<file path="src/rtl/bfid_pkg.sv">
// Types and fixed widths of the icon downscaler.
package bfid_pkg;

    // Icon size limit and largest source side; the widths below are sized for these
    localparam int MAX_ICON_DIM   = 64;
    localparam int MAX_SOURCE_DIM = 4096;

    localparam int CH_W  = 8;
    localparam int DIM_W = 13;
    localparam int POS_W = 12;
    localparam int SUM_W = 21;
    localparam int CNT_W = 13;
    // Divider widths: dimension times icon limit, or a channel sum, over a dimension or count
    localparam int DVD_W = 22;
    localparam int DVS_W = 13;

    // Configuration register indexes
    localparam logic REG_SOURCE_WIDTH  = 1'b0;
    localparam logic REG_SOURCE_HEIGHT = 1'b1;

    typedef struct packed {
        logic [CH_W-1:0] in_red;
        logic [CH_W-1:0] in_green;
        logic [CH_W-1:0] in_blue;
        logic [CH_W-1:0] in_alpha;
    } t_pix_in;

    typedef struct packed {
        logic [CH_W-1:0]  out_red;
        logic [CH_W-1:0]  out_green;
        logic [CH_W-1:0]  out_blue;
        logic [CH_W-1:0]  out_alpha;
        logic [POS_W-1:0] out_column;
        logic [POS_W-1:0] out_row;
        logic [DIM_W-1:0] result_width;
        logic [DIM_W-1:0] result_height;
        logic             last_pixel;
    } t_pix_out;

    // One column bin accumulator entry
    typedef struct packed {
        logic [SUM_W-1:0] red;
        logic [SUM_W-1:0] green;
        logic [SUM_W-1:0] blue;
        logic [SUM_W-1:0] alpha;
        logic [CNT_W-1:0] cnt;
    } t_acc;

    // Divider request and result
    typedef struct packed {
        logic             start;
        logic [DVD_W-1:0] dvd;
        logic [DVS_W-1:0] dvs;
    } t_div_req;

    typedef struct packed {
        logic             done;
        logic [DVD_W-1:0] quo;
        logic [DVS_W-1:0] rem;
    } t_div_rsp;

endpackage

</file>
<file path="src/rtl/bfid_div.sv">
// Restoring divider, one quotient bit per cycle.
module bfid_div (
    input  logic              i_clk,
    input  logic              i_rst_n,
    input  bfid_pkg::t_div_req i_req,
    output bfid_pkg::t_div_rsp o_rsp
);
    import bfid_pkg::*;

    localparam int CW = $clog2(DVD_W + 1);

    logic [DVD_W-1:0] r_dvd;
    logic [DVS_W-1:0] r_dvs;
    logic [DVS_W-1:0] r_rem;
    logic [CW-1:0]    r_cnt;
    logic             r_busy;
    logic             r_done;
    logic [DVS_W:0]   shifted;
    logic             qbit;

    // Trial subtraction of the divisor from the shifted partial remainder
    assign shifted = {r_rem, r_dvd[DVD_W-1]};
    assign qbit    = shifted >= {1'b0, r_dvs};

    always_ff @(posedge i_clk) begin
        if (!i_rst_n) begin
            r_busy <= 1'b0;
            r_done <= 1'b0;
            r_cnt  <= '0;
        end else begin
            r_done <= 1'b0;
            if (!r_busy && i_req.start) begin
                r_busy <= 1'b1;
                r_dvd  <= i_req.dvd;
                r_dvs  <= i_req.dvs;
                r_rem  <= '0;
                r_cnt  <= CW'(DVD_W);
            end else if (r_busy) begin
                r_rem  <= qbit ? DVS_W'(shifted - {1'b0, r_dvs}) : DVS_W'(shifted);
                r_dvd  <= {r_dvd[DVD_W-2:0], qbit};
                r_cnt  <= r_cnt - CW'(1);
                if (r_cnt == CW'(1)) begin
                    r_busy <= 1'b0;
                    r_done <= 1'b1;
                end
            end
        end
    end

    assign o_rsp.done = r_done;
    assign o_rsp.quo  = r_dvd;
    assign o_rsp.rem  = r_rem;

endmodule

</file>
<file path="config.mk">
export PLATFORM = sky130hd
export DESIGN_NAME = bfid_div
export DESIGN_NICKNAME = d
export VERILOG_FILES = /design/src/rtl/bfid_pkg.sv /design/src/rtl/bfid_div.sv
export SDC_FILE = /design/constraint.sdc
export NUM_CORES = 1
export LEC_CHECK = 0
export BUFFER_PORTS_ARGS = -buffer_cell sky130_fd_sc_hd__clkbuf_2
export CORE_MARGIN = 4
export CORE_UTILIZATION = 46
export CTS_CLUSTER_SIZE = 12
export DETAILED_ROUTE_END_ITERATION = 10
export MAX_ROUTING_LAYER = met4
export PLACE_DENSITY = 0.77
export SYNTH_ARGS = -nofsm -noshare
export SYNTH_HDL_FRONTEND = slang
export SYNTH_SLANG_ARGS = --single-unit
</file>
<file path="constraint.sdc">
create_clock -name i_clk -period 3.3 [get_ports i_clk]
set_clock_uncertainty 0.05 [all_clocks]
set_input_delay 0.66 -clock i_clk [delete_from_list [all_inputs] [get_ports i_clk]]
set_output_delay 0.66 -clock i_clk [all_outputs]
set_load 0.05 [all_outputs]
</file>
=== Word-level counts from Yosys, hierarchy flattened ===
Index checks and enable logic that the tools add are counted.

* Add/sub/neg operators: 2
* Multiply operators: 0
* Div/mod/pow operators: 0
* Order comparisons: 1
* Eq/ne operators: 1
* Shifts and indexed selects: 0
* Muxes and demuxes: 10
* Bitwise gates (word level): 2
* Reduce and logical (&&, ||, !) cells: 7

{| class="wikitable"
|+ Operator list
! kind !! number
|-
| 22-bit two-way mux || 2
|-
| 13-bit two-way mux || 2
|-
| 14-bit by 13-bit >= comparator with 1-bit output || 1
|-
| 13-bit subtractor || 1
|-
| 5-bit two-way mux || 2
|-
| 5-bit by 1-bit == test with 1-bit output, second input constant || 1
|-
| 5-bit by 1-bit subtractor with 5-bit output, second input constant || 1
|-
| 1-bit two-way mux || 4
|-
| 2-bit AND reduction || 2
|-
| 3-bit OR reduction || 1
|-
| 1-bit NOT || 2
|-
| 2-bit nonzero test || 1
|-
| 2-bit OR reduction || 1
|-
| 1-bit logical AND || 1
|-
| 1-bit logical NOT || 1
|}

* Flip-flop bits (word level): 55
* Bits in latches: 0
* Bits in writable memories: 0
* Memory bits (read-only): 0
* Bits of input ports: 38
* Output and inout bits: 36
* Word-level logic and storage cells: 30
* Memories kept: 0

=== Logic depth before layout (Yosys ltp) ===
* Depth after elaboration: 4
* Gate-level depth with buffers: 11
* Depth with buffers taken out: 10

=== Worst setup path before layout ===
OpenSTA, ideal clock, no wires.

* Path kind: input-to-reg
* From: input port i_rst_n
* To: register r_dvd[0], enable pin
* Library setup time: 0.427 ns
* Arrival time: 2.257 ns
* Data required time: 2.823 ns
* Setup slack: 0.566 ns
* Stages: 2
* Path buffers: 0
* Cells stage by stage: inv_1 > nor2_1

* Longest elaborated chain between the ends: 1

{| class="wikitable"
|+ Ends and longest elaborated chain
! what !! RTL line !! source
|-
| start: declaration || bfid_div.sv:4 || <nowiki>input logic i_rst_n,</nowiki>
|-
| 2-bit AND reduction (no source line) || -- ||
|-
| end signal: assignment || bfid_div.sv:34 || <nowiki>r_dvd <= i_req.dvd;</nowiki>
|-
| end signal: assignment || bfid_div.sv:40 || <nowiki>r_dvd <= {r_dvd[DVD_W-2:0], qbit};</nowiki>
|-
| end: declaration || bfid_div.sv:12 || <nowiki>logic [DVD_W-1:0] r_dvd;</nowiki>
|}

Every way passes these cells.
A chain may end at the register's enable or synchronous reset.

=== Worst setup path after layout ===
* From: register r_dvd[21]
* To: register r_rem[12] (data pin)

* Longest elaborated chain between the ends: 3
* Elaborated cells on any way between the ends: 4
* Classes of those cells: add/sub: 1; order compare: 1; mux: 2

{| class="wikitable"
|+ Ends and longest elaborated chain
! what !! RTL line !! source
|-
| 13-bit subtractor / 14-bit by 13-bit >= comparator with 1-bit output (equally long branches) || bfid_div.sv:39, bfid_div.sv:23 ||
|-
| 13-bit two-way mux (*) || bfid_div.sv:39 || <nowiki>r_rem <= qbit ? DVS_W'(shifted - {1'b0, r_dvs}) : DVS_W'(shifted);</nowiki>
|-
| 13-bit two-way mux (*) || bfid_div.sv:38 || <nowiki>end else if (r_busy) begin</nowiki>
|-
| end signal: assignment || bfid_div.sv:39 ||
|-
| end: declaration || bfid_div.sv:14 || <nowiki>logic [DVS_W-1:0] r_rem;</nowiki>
|}

Mark *: on every way between the ends. The rest lies on a longest branch, timed or not. The select of a mux whose other input is x is not followed.

==> impl_metrics.yaml <==
status:
  outcome: "finished clean"
setup_path:
  rr_worst_depth: 10
  worstSetupStartpointType: "register"
  crit_fanout: 5
  r2r_slack_ns: 0.46
  worstSetupPathType: "register to register"
  cp-end-kind: "register"
  cp.arrival_ns: 2.84
  r2r_start: "r_dvd[21]$_DFFE_PP_"
  crit_path_end: "r_rem[12]$_SDFFCE_PP0P_"
  worstPathRequired_ns: 3.31
  timing.rr.end: "r_rem[12]$_SDFFCE_PP0P_"
  critPathLaunch: "r_dvd[21]$_DFFE_PP_"
finish:
  layout_commonest_cell: "clkbuf_2"
  multi_input_area_um2: 1254
  fin_nets: 412
  final_cell_mix: "73 x clkbuf_2, 69 x nand2_1, 48 x edfxtp_1"
  n_fill_cell: 579
  drive_above_1_share_pct: 28.13
  regArea_um2: 1582
  area_growth_pct: 17.88
  stdcell_area_um2: 3513
  antenna_cells: 0
global_routing:
  grt_pass1_vias: 2316
  grtUsageMet2_pct: 30.59
  top_usage_layer: "met2"
  grt_first_pass_wirelength_mm: 10.66
  overflow: 0
  grt_use_total_pct: 18.16
  use_met1_pct: 21.52
  grt_max_degree: 36
  antenna_found_initial: 0
  use_met3_pct: 4.376
clocking:
  cts_tree: "built"
  clock_latency_ns: 0.31
  clock_path_buffers: 2
  cts.htree.levels: 2
  postCtsHoldBufs: 0
  path_clk_slew_ns: 0.11
  cts-root-buf: "clkbuf_8"
  post_cts_buffers: 0
  cts_buffers: 5
  cts_sinks: 55
  postCtsResizedCells: 0
die:
  die_w_um: 88.49
  num_io_pins: 74
  core_um2: 6314
  dieArea_um2: 7830
  rows: 29
  initial_core_util_pct: 47.21
  die_y_um: 88.49
timing:
  finalCritPeriodShare_pct: 85.96
  grt_setup_unrepaired: "false"
  max_clock_freq_mhz: 352.5
  tightest_slew_ns: 0.7919
  finalHoldViolations: 0
  timing.setup.tns_ns: 0
  period_minus_slack_ns: 2.837
  finalMaxSlewViolations: 0
  relSlewSlack_pct: 46.97
  setup_viol: 0
power_and_ir_drop:
  clockPowerShare_pct: 21.4
  p_comb_share_pct: 31.1
  p_sw_w: 0.0006608
  seqPwrFrac_pct: 47.6
  power.internal_w: 0.001175
  max-vdd-ir-drop_uv: 252.6
  p_total_w: 0.001836
  p_leak_nw: 1.602
  switching_share_pct: 36.00
  power_density_nw_per_um2: 522.5
logic_synthesis:
  syn_nets: 339
  synthCells: 285
  netlist_top_cells_area: "edfxtp_1 48%, nand2_1 8.7%, ha_1 6.3%"
  synth-edff-count: 48
  synth_area_um2: 2980
  ys_seq_elements: 55
  ys_seq_area_share_pct: 53.06
  synth_top_area_cell: "edfxtp_1"
  ys_types: 48
  syn-mean-instance-area_um2: 10.46
  yosys.area.top_type_share_pct: 48.36
  dominantRegCellSynth: "edfxtp_1"
  synth_warnings: 0
  async_reset_ff_share_pct: 0
drt:
  wl_per_cell_um: 15.09
  wl_mm: 6.581
  firstDrtPassIters: 4
  antenna_left: 0
  drt_iter0_markers: 103
  drc_errors: 0
  vias_per_cell: 5.303
  via_count: 2312
hold_path:
  hp-class: "register to register"
place:
  hpwlAfterDp_mm: 4.858
  io_buffers: 73
  placed_area_um2: 3421
  gp_congestion: 0.8537
run:
  maxCapViolCount: 0
==> synthesized netlist by cell type (2+ instances only) <==
cell type / n
mux2i_1: 7
a21oi_1: 12
a211oi_1: 2
nor2_1: 20
clkbuf_1: 7
nor3_2: 2
o21bai_1: 2
a2111oi_0: 2
xor2_1: 2
o41ai_1: 2
inv_1: 23
nand2b_1: 3
a211o_1: 2
buf_2: 3
o21ai_0: 4
dfxtp_1: 7
nand2_1: 69
edfxtp_1: 48
nor3_1: 9
o21a_1: 2
nor2b_1: 3
xnor2_1: 6
a211oi_2: 3
o211ai_1: 2
o22ai_1: 2
ha_1: 15
nand3_1: 5
==> cell families (layout without fill, tap and decap cells) <==
kind of cell / Yosys count / count (layout) / share of synthesized area, %
AOI/OAI and AO/OA: 45 / 45 / 12.13
xor gates and xnor gates: 8 / 8 / 2.351
adders and majority gates: 16 / 16 / 6.969
buffers and inverters: 35 / 109 / 5.038
DFF: 55 / 55 / 53.06
muxes: 8 / 8 / 2.729
and+or+nand+nor: 118 / 118 / 17.72
==> worst max-delay path, cell delays in order (launching register included) <==
cell and delay, ns:
edfxtp_1 0.42, inv_1 0.08, ha_1 0.16, inv_1 0.06, fa_1 0.41, a21oi_1 0.28, o211ai_2 0.19, a2111oi_0 0.59
xnor2_1 0.14, mux2i_1 0.15, nor2_1 0.05
==> through the flow <==
stage | std cells | setup WS, ns | utilization [%] | hold WS, ns
global route | 436 | 0.2867 | 55.65 | 0.4409
detailed placement | 428 | 0.4355 | 54.18 | 0.4239
floorplan | 285 | 0.5663 | - | 0.3875
finish | 436 | 0.4634 | 55.65 | 0.4402
global placement | 428 | 0.7241 | 54.18 | 0.4060
CTS | 436 | 0.4332 | 55.65 | 0.4374
==> layer usage <==
layer	vias up	routed length (um)
met2	80	3281
li1	1140	-
met5	-	0
met4	0	97
met1	1081	2779
met3	11	422
==> flip-flops by register name (all words and copies together) (netlist names) <==
name	cells
r_rem	13
r_dvd	22
r_done	1
r_busy	1
r_dvs	13
r_cnt	5
==> power by group through the flow <==
stage	logic (W)	registers [W]	clock network (W)
floorplan	0.000309	0.00102	0
global placement	0.000551	0.000887	0
detailed placement	0.000569	0.000888	0
CTS	0.000572	0.000874	0.000404
global route	0.000623	0.000880	0.000436
finish	0.000570	0.000873	0.000392
==> worst min path at each step <==
stage,cells after the start,from,slack (ns),end
5_1_grt,1,i_req[10],0.44,r_dvs[10]$_DFFE_PP_
3_3_place_gp,1,r_cnt[2]$_SDFFE_PN0N_,0.41,r_cnt[2]$_SDFFE_PN0N_
6_report,1,r_cnt[4]$_SDFFE_PN0N_,0.44,r_cnt[4]$_SDFFE_PN0N_
3_5_place_dp,1,r_cnt[4]$_SDFFE_PN0N_,0.42,r_cnt[4]$_SDFFE_PN0N_
4_1_cts,1,r_cnt[4]$_SDFFE_PN0N_,0.44,r_cnt[4]$_SDFFE_PN0N_
2_1_floorplan,1,r_cnt[2]$_SDFFE_PN0N_,0.39,r_cnt[2]$_SDFFE_PN0N_
==> final cells by class <==
class | instances | area share (%)
Sequential cell | 55 | 45.01
Multi-Input combinational cell | 195 | 35.68
Timing Repair Buffer | 78 | 11.47
Tap cell | 77 | 2.742
Inverter | 23 | 2.457
Clock buffer | 5 | 1.959
Clock inverter | 3 | 0.6766
Note: power is estimated with default switching activity, not from simulation.
